<file path="src/sv/multiword_by_digit_divider_unit_assert.svh">
// Assertion macros for the divider RTL.
`ifndef MULTIWORD_BY_DIGIT_DIVIDER_UNIT_ASSERT_SVH
`define MULTIWORD_BY_DIGIT_DIVIDER_UNIT_ASSERT_SVH

`ifndef ASSERT_OFF
// Clocked property check, disabled while reset is asserted.
`define MBDD_ASSERT(lbl, clk, rstn, prop) \
  lbl: assert property (@(posedge clk) disable iff (!rstn) prop) \
    else $error("mbdd assertion failed");
// Expression that must never be true.
`define MBDD_ASSERT_NEVER(lbl, clk, rstn, expr) \
  `MBDD_ASSERT(lbl, clk, rstn, !(expr))
`else
`define MBDD_ASSERT(lbl, clk, rstn, prop)
`define MBDD_ASSERT_NEVER(lbl, clk, rstn, expr)
`endif

`endif

</file>
<file path="src/sv/mbdd_pkg.sv">
// Types, microcode and constants for the multiword by digit divider.
package mbdd_pkg;

  localparam int unsigned WORD_W = 32;
  localparam int unsigned PC_W   = 3;

  typedef struct packed {
    logic [WORD_W-1:0] dividend_digit;
    logic              final_digit;
  } in_word_t;

  typedef struct packed {
    logic [WORD_W-1:0] quotient_digit;
    logic [WORD_W-1:0] remainder_out;
    logic              end_of_number;
    logic              divide_by_zero;
  } out_word_t;

  // datapath operations
  typedef enum logic [2:0] {
    OP_NOP,
    OP_ACCEPT,
    OP_PRE,
    OP_DIG,
    OP_ITER,
    OP_EMIT
  } op_e;

  // branch conditions: jump to target when true, else fall through
  typedef enum logic [2:0] {
    C_NEVER,
    C_NO_INPUT,
    C_DZ,
    C_LT,
    C_MORE,
    C_OUT_BUSY
  } cond_e;

  typedef struct packed {
    op_e             op;
    cond_e           cond;
    logic [PC_W-1:0] target;
  } uword_t;

  // sequencer -> datapath
  typedef struct packed {
    op_e  op;
    logic go;
  } ctrl_t;

  // datapath -> sequencer
  typedef struct packed {
    logic dz;
    logic lt;
    logic more;
  } status_t;

  // program step addresses
  localparam logic [PC_W-1:0] STEP_WAIT   = 3'd0;
  localparam logic [PC_W-1:0] STEP_ZCHK   = 3'd1;
  localparam logic [PC_W-1:0] STEP_RCHK   = 3'd2;
  localparam logic [PC_W-1:0] STEP_PRE    = 3'd3;
  localparam logic [PC_W-1:0] STEP_RLOOP  = 3'd4;
  localparam logic [PC_W-1:0] STEP_DIG    = 3'd5;
  localparam logic [PC_W-1:0] STEP_DLOOP  = 3'd6;
  localparam logic [PC_W-1:0] STEP_EMIT   = 3'd7;

  // Control store. The step after STEP_EMIT wraps to STEP_WAIT.
  function automatic uword_t ucode_word(input logic [PC_W-1:0] pc);
    uword_t w;
    w = '{op: OP_NOP, cond: C_NEVER, target: STEP_WAIT};
    case (pc)
      STEP_WAIT:  w = '{op: OP_ACCEPT, cond: C_NO_INPUT, target: STEP_WAIT};
      STEP_ZCHK:  w = '{op: OP_NOP,    cond: C_DZ,       target: STEP_EMIT};
      STEP_RCHK:  w = '{op: OP_NOP,    cond: C_LT,       target: STEP_DIG};
      STEP_PRE:   w = '{op: OP_PRE,    cond: C_NEVER,    target: STEP_WAIT};
      STEP_RLOOP: w = '{op: OP_ITER,   cond: C_MORE,     target: STEP_RLOOP};
      STEP_DIG:   w = '{op: OP_DIG,    cond: C_NEVER,    target: STEP_WAIT};
      STEP_DLOOP: w = '{op: OP_ITER,   cond: C_MORE,     target: STEP_DLOOP};
      STEP_EMIT:  w = '{op: OP_EMIT,   cond: C_OUT_BUSY, target: STEP_EMIT};
      default:    w = '{op: OP_NOP,    cond: C_NEVER,    target: STEP_WAIT};
    endcase
    return w;
  endfunction

endpackage

</file>
<file path="src/sv/mbdd_sequencer.sv">
// Microcode sequencer: step counter, control store lookup, branch logic.
module mbdd_sequencer (
  input  logic                clk_i,
  input  logic                rst_ni,
  input  logic                in_valid_i,
  input  logic                out_busy_i,
  input  mbdd_pkg::status_t   status_i,
  output mbdd_pkg::ctrl_t     ctrl_o
);

  logic [mbdd_pkg::PC_W-1:0] pc_q, pc_d;
  mbdd_pkg::uword_t          uw;
  logic                      take;

  assign uw = mbdd_pkg::ucode_word(pc_q);

  always_comb begin
    case (uw.cond)
      mbdd_pkg::C_NEVER:    take = 1'b0;
      mbdd_pkg::C_NO_INPUT: take = !in_valid_i;
      mbdd_pkg::C_DZ:       take = status_i.dz;
      mbdd_pkg::C_LT:       take = status_i.lt;
      mbdd_pkg::C_MORE:     take = status_i.more;
      mbdd_pkg::C_OUT_BUSY: take = out_busy_i;
      default:              take = 1'b0;
    endcase
  end

  assign pc_d = take ? uw.target : pc_q + 1'b1;

  always_ff @(posedge clk_i or negedge rst_ni) begin
    if (!rst_ni) begin
      pc_q <= mbdd_pkg::STEP_WAIT;
    end else begin
      pc_q <= pc_d;
    end
  end

  // go qualifies the handshake steps
  always_comb begin
    ctrl_o.op = uw.op;
    case (uw.op)
      mbdd_pkg::OP_ACCEPT: ctrl_o.go = in_valid_i;
      mbdd_pkg::OP_EMIT:   ctrl_o.go = !out_busy_i;
      default:             ctrl_o.go = 1'b1;
    endcase
  end

endmodule

</file>
<file path="src/sv/mbdd_datapath.sv">
// Shift-subtract datapath: partial remainder, digit and quotient shifter.
module mbdd_datapath #(
  parameter int unsigned DW = 32
) (
  input  logic                clk_i,
  input  logic                rst_ni,
  input  mbdd_pkg::ctrl_t     ctrl_i,
  input  mbdd_pkg::in_word_t  in_word_i,
  input  logic [DW-1:0]       div_i,
  output mbdd_pkg::status_t   status_o,
  output mbdd_pkg::out_word_t res_o
);

  localparam int unsigned CW    = $clog2(DW);
  localparam int unsigned WordW = mbdd_pkg::WORD_W;

  logic [DW-1:0] rem_q, rem_d;   // partial remainder, kept across digits
  logic [DW-1:0] dig_q, dig_d;
  logic [DW-1:0] sh_q, sh_d;     // dividend bits out, quotient bits in
  logic [CW-1:0] cnt_q, cnt_d;
  logic          last_q, last_d;
  logic [DW:0]   trial, diff;
  logic          ge, dz;

  assign dz    = (div_i == '0);
  assign trial = {rem_q, sh_q[DW-1]};
  assign diff  = trial - {1'b0, div_i};
  // remainder stays below the divisor, so the top bit is the borrow
  assign ge    = !diff[DW];

  always_comb begin
    rem_d  = rem_q;
    dig_d  = dig_q;
    sh_d   = sh_q;
    cnt_d  = cnt_q;
    last_d = last_q;
    case (ctrl_i.op)
      mbdd_pkg::OP_ACCEPT: begin
        if (ctrl_i.go) begin
          dig_d  = in_word_i.dividend_digit[DW-1:0];
          last_d = in_word_i.final_digit;
        end
      end
      mbdd_pkg::OP_PRE: begin
        // stale remainder not below divisor: reduce it first
        sh_d  = rem_q;
        rem_d = '0;
        cnt_d = '0;
      end
      mbdd_pkg::OP_DIG: begin
        sh_d  = dig_q;
        cnt_d = '0;
      end
      mbdd_pkg::OP_ITER: begin
        rem_d = ge ? diff[DW-1:0] : trial[DW-1:0];
        sh_d  = {sh_q[DW-2:0], ge};
        cnt_d = cnt_q + 1'b1;
      end
      mbdd_pkg::OP_EMIT: begin
        if (ctrl_i.go && (last_q || dz)) begin
          rem_d = '0;
        end
      end
      default: begin
      end
    endcase
  end

  always_ff @(posedge clk_i or negedge rst_ni) begin
    if (!rst_ni) begin
      rem_q <= '0;
    end else begin
      rem_q <= rem_d;
    end
  end

  always_ff @(posedge clk_i) begin
    dig_q  <= dig_d;
    sh_q   <= sh_d;
    cnt_q  <= cnt_d;
    last_q <= last_d;
  end

  assign status_o.dz   = dz;
  assign status_o.lt   = (rem_q < div_i);
  assign status_o.more = (cnt_q != CW'(DW - 1));

  assign res_o.quotient_digit = dz ? '0 : WordW'(sh_q);
  assign res_o.remainder_out  = (last_q && !dz) ? WordW'(rem_q) : '0;
  assign res_o.end_of_number  = last_q;
  assign res_o.divide_by_zero = dz;

endmodule

</file>
<file path="src/sv/multiword_by_digit_divider_unit.sv">
// Top level of the multiword by single digit divider.
//
// Short division of a long unsigned number by one digit. Dividend digits
// arrive most significant first, one per input word; final_digit marks the
// least significant one. Each input word gives exactly one output word with
// the quotient digit of the same position; the word for the final digit also
// carries the remainder of the whole number, after which the running
// remainder is cleared for the next number. The divisor comes from a single
// configuration register (reset 1), written with cfg_we_i; write it only
// while no word is in flight. A zero divisor flags
// divide_by_zero, returns zero digits and clears the running remainder.
// Only the low DIGIT_WIDTH bits of digits and divisor are used.
//
// Timing: one digit at a time. A small microcoded sequencer runs a
// restoring shift-subtract loop that makes one quotient bit per cycle.
// After a digit is accepted it checks the divisor for zero, compares the
// kept remainder with the divisor, loads the digit into the shifter, runs
// the loop over all DIGIT_WIDTH bits and loads the output word, and only
// then takes the next digit. If the divisor was changed in the middle of a
// number and the kept remainder is not below it, an extra reduction pass
// runs first. A zero divisor skips the loop and goes straight to the output
// word. The output word sits in a register, so the next digit is taken
// while an earlier result still waits for out_ready_i; a finished digit
// holds in its last step while the previous word is still unread.
`include "multiword_by_digit_divider_unit_assert.svh"

module multiword_by_digit_divider_unit #(
  parameter int unsigned DIGIT_WIDTH = 32
) (
  input  logic                clk_i,
  input  logic                rst_ni,
  // digit input
  input  logic                in_valid_i,
  output logic                in_ready_o,
  input  mbdd_pkg::in_word_t  in_word_i,
  // result output
  output logic                out_valid_o,
  input  logic                out_ready_i,
  output mbdd_pkg::out_word_t out_word_o,
  // divisor register
  input  logic                cfg_we_i,
  input  logic [31:0]         cfg_wdata_i
);

  logic [DIGIT_WIDTH-1:0] div_q;
  logic                   out_valid_q;
  mbdd_pkg::out_word_t    out_word_q;
  mbdd_pkg::ctrl_t        ctrl;
  mbdd_pkg::status_t      status;
  mbdd_pkg::out_word_t    res;
  logic                   out_busy;
  logic                   out_load;

  // divisor register, low bits only
  always_ff @(posedge clk_i or negedge rst_ni) begin
    if (!rst_ni) begin
      div_q <= DIGIT_WIDTH'(1);
    end else if (cfg_we_i) begin
      div_q <= cfg_wdata_i[DIGIT_WIDTH-1:0];
    end
  end

  assign out_busy = out_valid_q && !out_ready_i;
  assign out_load = (ctrl.op == mbdd_pkg::OP_EMIT) && ctrl.go;

  mbdd_sequencer u_seq (
    .clk_i      (clk_i),
    .rst_ni     (rst_ni),
    .in_valid_i (in_valid_i),
    .out_busy_i (out_busy),
    .status_i   (status),
    .ctrl_o     (ctrl)
  );

  mbdd_datapath #(
    .DW (DIGIT_WIDTH)
  ) u_dp (
    .clk_i     (clk_i),
    .rst_ni    (rst_ni),
    .ctrl_i    (ctrl),
    .in_word_i (in_word_i),
    .div_i     (div_q),
    .status_o  (status),
    .res_o     (res)
  );

  assign in_ready_o = (ctrl.op == mbdd_pkg::OP_ACCEPT);

  // output register; loads only when empty or being drained
  always_ff @(posedge clk_i or negedge rst_ni) begin
    if (!rst_ni) begin
      out_valid_q <= 1'b0;
    end else if (out_load) begin
      out_valid_q <= 1'b1;
    end else if (out_ready_i) begin
      out_valid_q <= 1'b0;
    end
  end

  always_ff @(posedge clk_i) begin
    if (out_load) begin
      out_word_q <= res;
    end
  end

  assign out_valid_o = out_valid_q;
  assign out_word_o  = out_word_q;

  // one digit in flight: no accept right after an accept
  `MBDD_ASSERT(a_one_in_flight, clk_i, rst_ni, in_valid_i && in_ready_o |=> !in_ready_o)
  // remainder only reported with the final digit
  `MBDD_ASSERT_NEVER(a_rem_only_final, clk_i, rst_ni, out_valid_o && !out_word_o.end_of_number && (out_word_o.remainder_out != '0))
  // zero flag tracks the divisor used for the word
  `MBDD_ASSERT(a_dz_flag, clk_i, rst_ni, out_load |=> out_word_o.divide_by_zero == $past(div_q == '0))

endmodule
</file>
<file path="config.mk">
export PLATFORM = sky130hd
export DESIGN_NAME = multiword_by_digit_divider_unit
export DESIGN_NICKNAME = d
export VERILOG_FILES = /design/src/sv/mbdd_pkg.sv /design/src/sv/mbdd_sequencer.sv /design/src/sv/mbdd_datapath.sv /design/src/sv/multiword_by_digit_divider_unit.sv
export VERILOG_INCLUDE_DIRS = /design/src /design/src/sv
export SDC_FILE = /design/constraint.sdc
export NUM_CORES = 1
export LEC_CHECK = 0
export ABC_AREA = 1
export ABC_CLOCK_PERIOD_IN_PS = 4000
export BUFFER_PORTS_ARGS = -buffer_cell sky130_fd_sc_hd__buf_2
export CAP_MARGIN = 25
export CORE_UTILIZATION = 35
export CTS_BUF_LIST = sky130_fd_sc_hd__clkbuf_8
export CTS_CLUSTER_SIZE = 8
export DETAILED_ROUTE_END_ITERATION = 8
export PLACE_DENSITY_LB_ADDON = 0.2
export RECOVER_POWER = 50
export SKIP_CTS_REPAIR_TIMING = 1
export SYNTH_ARGS = -nofsm -noshare
export SYNTH_HDL_FRONTEND = slang
export SYNTH_SLANG_ARGS = --single-unit
</file>
<file path="constraint.sdc">
create_clock -name clk_i -period 4 [get_ports clk_i]
set_input_delay 0.4 -clock clk_i [delete_from_list [all_inputs] [get_ports clk_i]]
set_output_delay 0.4 -clock clk_i [all_outputs]
set_load 0.05 [all_outputs]
</file>
# --- Word-level counts from Yosys, hierarchy flattened ---
# Memories as Yosys holds them, arrays and structs flattened.
# Index checks and enable logic that the tools add are counted.
word_totals:
  ff_bits: 204
  latch_bits: 0
  mem_bits_rw: 0
  romBits: 72
  inputBits: 70
  output_inout_bits: 68
  word_cells: 57
  n_memories: 1
op_classes:
  addsub: 3
  mul: 0
  div: 0
  magnitude_cmp: 1
  eq_ne: 12
  shifts: 0
  n_mux: 10
  bitwise_logic: 0
  n_reduce_logical: 18
memory_table:
  columns: ["name", "depth", "word_bits", "rd", "rd_clocked_by_memory_dff", "write_ports", "line", "source"]
  rows:
  - ["(name not given)", 8, 9, 1, 0, 0, "mbdd_pkg.sv:72", "case (pc)"]
ops:
  columns: ["cell", "n"]
  rows:
  - ["32-bit case mux with 3 select lines", 2]
  - ["32-bit 2-to-1 mux", 2]
  - ["33-bit by 32-bit subtractor with 33-bit output", 1]
  - ["32-bit logical NOT", 1]
  - ["32-bit < comparator", 1]
  - ["3-bit by 2-bit equality test with 1-bit output (second input constant)", 4]
  - ["3-bit equality test (second input constant)", 4]
  - ["5-bit case mux with 2 select lines", 1]
  - ["3-bit by 1-bit equality test with 1-bit output (second input constant)", 2]
  - ["3-bit nonzero test", 2]
  - ["5-bit by 1-bit adder with 5-bit output (second input constant)", 1]
  - ["1-bit logical NOT", 5]
  - ["5-bit inequality test (second input constant)", 1]
  - ["1-bit case mux with 5 select lines", 1]
  - ["1-bit logical AND", 4]
  - ["2-bit AND reduction", 2]
  - ["2-bit nonzero test", 2]
  - ["3-bit by 1-bit adder with 3-bit output (second input constant)", 1]
  - ["3-bit 2-to-1 mux", 1]
  - ["1-bit 2-to-1 mux", 2]
  - ["2-bit by 1-bit inequality test with 1-bit output (second input constant)", 1]
  - ["1-bit case mux with 2 select lines", 1]
  - ["2-bit OR reduction", 1]
  - ["1-bit logical OR", 1]

# --- Logic depth before layout (Yosys ltp) ---
logic_depth:
  word_depth: 7
  mapped_depth: 19
  mapped_depth_nobuf: 18

# --- Modules after synthesis ---
# From an unflattened synthesis, not the netlist that was laid out.
hier_totals:
  cells_unflattened: 1525
  area_unflattened_um2: 12296.8
modules_own_cells:
  columns: ["mod", "instances", "cells_per_inst", "area_each_um2", "seq_area_each_um2"]
  rows:
  - ["mbdd_datapath", 1, 1252, 8434.3, 2902.8]
  - ["multiword_by_digit_divider_unit", 1, 213, 3464.6, 2808.9]
  - ["mbdd_sequencer", 1, 60, 397.9, 75.1]

# --- Worst setup path after synthesis ---
# OpenSTA, ideal clock, no wires.
synth_timing:
  kind: "register to register"
  from: "register u_seq.pc_q[0] (netlist bit)"
  to: "register out_word_q, in the netlist out_word_o[0] (enable)"
  setup_ps: 491
  t_arrival_ps: 3877
  required_ps: 3509
  slack_ps: -368
  path_stages_with_launch: 7
  n_path_buf: 0
  synth_period_minus_slack_ps: 4368
  cell_sequence: "dfrtp_1 > ha_1 > nor2_1 > inv_1 > nor2_1 > inv_1 > nor2_1"
synth_between:
  elab_chain_len: 4
  word_cells_on_any_way: 5
  classes_between: "2 x eq/ne; 1 x mux; 1 x reduce/logical; 1 x memory"
synth_rtl:
  columns: ["item", "line", "source"]
  rows:
  - ["from (decl)", "mbdd_sequencer.sv:11", "logic [mbdd_pkg::PC_W-1:0] pc_q, pc_d;"]
  - ["from (signal assigned)", "mbdd_sequencer.sv:33", "pc_q <= mbdd_pkg::STEP_WAIT;"]
  - ["from (signal assigned)", "mbdd_sequencer.sv:35", "pc_q <= pc_d;"]
  - ["memory read 8 x 9 bit *", null, null]
  - ["3-bit equality test or 3-bit by 1-bit equality test with 1-bit output (tied branches)", "mbdd_sequencer.sv:42, multiword_by_digit_divider_unit.sv:64", null]
  - ["1-bit case mux with 2 select lines", "mbdd_sequencer.sv:42", "case (uw.op)"]
  - ["1-bit logical AND *", "multiword_by_digit_divider_unit.sv:64", "assign out_load = (ctrl.op == mbdd_pkg::OP_EMIT) && ctrl.go;"]
  - ["named net out_load", "multiword_by_digit_divider_unit.sv:52", "logic out_load;"]
  - ["to (signal assigned)", "multiword_by_digit_divider_unit.sv:102", "out_word_q <= res;"]
  - ["to (decl)", "multiword_by_digit_divider_unit.sv:47", "mbdd_pkg::out_word_t out_word_q;"]
# The timed path passes the listed nets; every way through them passes the cells marked *.
# A chain may end at the register's enable or synchronous reset.

# --- Worst setup path in the final report ---
layout_timing:
  from: "register u_seq.pc_q[2] (netlist bit)"
  to: "register u_dp.sh_q[31], data pin"
layout_between:
  elab_chain_len: 3
  word_cells_on_any_way: 5
  classes_between: "3 x eq/ne; 1 x mux; 1 x memory"
layout_rtl:
  columns: ["item", "line", "source"]
  rows:
  - ["memory read 8 x 9 bit *", null, null]
  - ["3-bit equality test or 3-bit by 2-bit equality test with 1-bit output (tied branches)", "mbdd_datapath.sv:37", "case (ctrl_i.op)"]
  - ["32-bit case mux with 3 select lines *", "mbdd_datapath.sv:37", null]
  - ["named net u_dp.sh_d[31]", "mbdd_datapath.sv:19", "logic [DW-1:0] sh_q, sh_d;"]
  - ["to (signal assigned)", "mbdd_datapath.sv:79", "sh_q <= sh_d;"]
  - ["to (decl)", "mbdd_datapath.sv:19", null]
# Marked as above.

==> flow_summary.toml <==
[detailed_routing]
drc = 0
viasPerCell = 4.68
wirelength_microns = 33200
drt_iter0_markers = 556
vias = 9696
wl_per_cell_microns = 16.0
ant_nets = 0
firstDrtPassIters = 5

[synthesis]
syn-cell-area_sq_um = 11800
synth-edff-count = 136
syn-num-nets = 1593
synth_area_leaders = "edfxtp_1, nand2_1, dfrtp_1"
synth_top_area_share_pct = 34.5
yosysMostFrequentCell = "nand2_1"
yosysWarnings = 0
synth_top_cell_by_area = "edfxtp_1"
async_flop_share_pct = 33.3
syn_area_per_cell_sq_um = 8.14
ys.flop_type = "edfxtp_1"
ys_types = 39
yosysSeqAreaShare_pct = 48.9
synth-seq-cells = 204
netlist_instances = 1454
post_synth_most_frequent_cells = "nand2_1, inv_1, edfxtp_1, nor2_1, nand3_1"

[run_status]
status = "finished, violations left"
violations = "capacitance limit, slew limit"

[sta]
tightest_slew_ns = 1.85
hold_viol = 0
fmax_ghz = 0.353
fin_setup_tns_ns = 0
finalSetupViolations = 0
timing.final.crit_share_pct = 70.9
fin_skew_ns = 0.0197
period_minus_slack_ns = 2.83
rsz0062_at_grt = "no"
fin_hold_ws_ns = 0.0545
drv_slew = 113
max-slew-margin-rel_pct = -23.4

[cells_and_area]
drive_gt1_share_pct = 9.82
diodes = 0
fin_nets = 1747
syn2layout_area_growth_pct = 14.2

[hold_path]
holdPathEnd = "u_dp.dig_q[12]"
min_path_cells = 1
hold_start = "in_word_i[13]"
hold_path.class = "in -> reg"

[setup_path]
r2r_start = "u_seq.pc_q[2]"
crit_required_ns = 4.17
r2r_setup_slack_ns = 1.17
worstPathArrival_ns = 3.01
start_kind = "flip-flop"
cp-end-kind = "flip-flop"
rr_worst_depth = 5
timing.rr.end = "u_dp.sh_q[31]"
cp_max_fo = 24
criticalPathCategory = "reg -> reg"

[global_route]
grt_use_total_pct = 19.5
grt-ovfl-total = 0
grt_pass1_vias = 9301
antenna_found_initial = 0
grt_max_degree = 69
grt_pass1_wl_microns = 51400

[clocking]
htree_levels = 2
ctsRootBufferMaster = "clkbuf_8"
clockBufferDepth = 3
cts-buffers-inserted = 36
worstSkewPairLatency_ns = 0.52
clk_pin_slew_worst_paths_ns = 0.06
cts_tree = "yes"
numClockSinks = 204

[power]
power_leakage_nw = 6.60
ir_worst_vdd_mv = 0.481
cellPowerDensity_nw_per_um2 = 813

[die]
die_width_microns = 186
num_io_pins = 138
start_util_pct = 36.0
die_h_microns = 186
die_area_sq_um = 34600
core_sq_um = 32900
rows = 66

[placement]
port-buffer-count = 137
gp_congestion = 0.918
hpwl_microns = 25300

[job]
drv_cap = 2
-- worst max path at each step --
stage / start / end / depth (start not counted)
2_1_floorplan: u_seq.pc_q[0] / u_dp.dig_q[0] / 4
3_3_place_gp: u_seq.pc_q[0] / out_word_o[21] / 7
3_5_place_dp: u_seq.pc_q[0] / out_word_o[49] / 7
4_1_cts: u_dp.sh_q[31] / u_dp.rem_q[6] / 17
5_1_grt: cfg_we_i / div_q[6] / 3
6_report: u_seq.pc_q[2] / u_dp.sh_q[31] / 5
-- sequential cells by signal, indices dropped and copies added, names as in the netlist --
name and count:
out_valid_o 1, out_word_o 66, u_dp.rem_q 32, div_q 32, u_dp.sh_q 32, u_dp.dig_q 32
u_dp.last_q 1, u_seq.pc_q 3, u_dp.cnt_q 5
-- metrics by stage --
stage / util, % / area (sq um) / total power [mW] / worst slack, ns / std cells
2_1_floorplan: - / 11800 / 7.86 / 0.305 / 1454
3_3_place_gp: 39.5 / 13000 / 9.34 / 1.33 / 2008
3_5_place_dp: 39.6 / 13000 / 9.44 / 1.32 / 2009
4_1_cts: 41.4 / 13600 / 11.2 / 1.30 / 2068
5_1_grt: 41.1 / 13500 / 11.9 / 0.886 / 2071
6_report: 41.1 / 13500 / 11.0 / 1.17 / 2071
-- worst max-delay path: stages, from the launching register on --
cell and delay (ns):
dfrtp_1 0.41, inv_1 0.17, nor2_1 0.14, inv_1 0.40, clkbuf_1 0.96, o221ai_1 0.39
-- layer usage --
metal	global-route usage [%]	vias to the layer above	share of wire [%]	wire length (microns)
met5	0	-	0	0
met4	5.74	0	2.5	828
met3	2.82	54	4.4	1460
met2	31.9	227	46	15200
met1	26.6	4458	47	15700
li1	-	4957	-	-
-- area by class of cell --
class,count,area (sq um)
fillers,3514,19300
flip-flops and latches,204,5790
multi-input cells,953,4880
inverters,259,972
repair buffers,154,733
well taps,442,553
clock buffers,37,509
clock inverters,22,93.8
-- power breakdown --
part	internal, mW	total, mW	switching (mW)
registers	3.24	3.63	0.393
clock network	0.852	1.69	0.838
logic	1.59	5.67	4.08
total	5.68	11.0	5.31
-- cells in the final DEF (no fill, tap or decap), types with 2 or more instances in the layout --
cell type | synthesis | layout
buf_2 | 7 | 62
buf_12 | 1 | 2
nor2_2 | 7 | 7
nor3_2 | 1 | 2
nand4_1 | 21 | 21
a21oi_2 | 1 | 2
nand3_1 | 83 | 83
nand2_2 | 24 | 24
and2_1 | 6 | 6
o21bai_1 | 2 | 2
o211ai_1 | 2 | 2
xor2_1 | 10 | 10
edfxtp_1 | 136 | 136
clkbuf_1 | 23 | 78
o221ai_1 | 31 | 31
clkinv_2 | 0 | 2
inv_2 | 3 | 3
a21oi_1 | 34 | 33
nor3_1 | 7 | 6
inv_1 | 256 | 273
xnor2_1 | 5 | 5
o21ai_0 | 48 | 48
ha_1 | 68 | 68
clkbuf_8 | 1 | 37
nor4_1 | 5 | 5
nand2_1 | 461 | 461
dfrtp_1 | 67 | 67
nor2_1 | 128 | 127
buf_4 | 1 | 10
nand2_4 | 2 | 2
-- kinds of logic after synthesis --
family / Yosys count / share of synthesized area [%]
simple gates: 747 / 26.2
buf+inv: 297 / 10.1
flops: 204 / 48.9
compound gates: 121 / 6.26
fa+ha+maj: 69 / 7.36
xor+xnor: 15 / 1.11
mux: 1 / 0.0951
No activity file was read; power rests on OpenSTA's default activity.
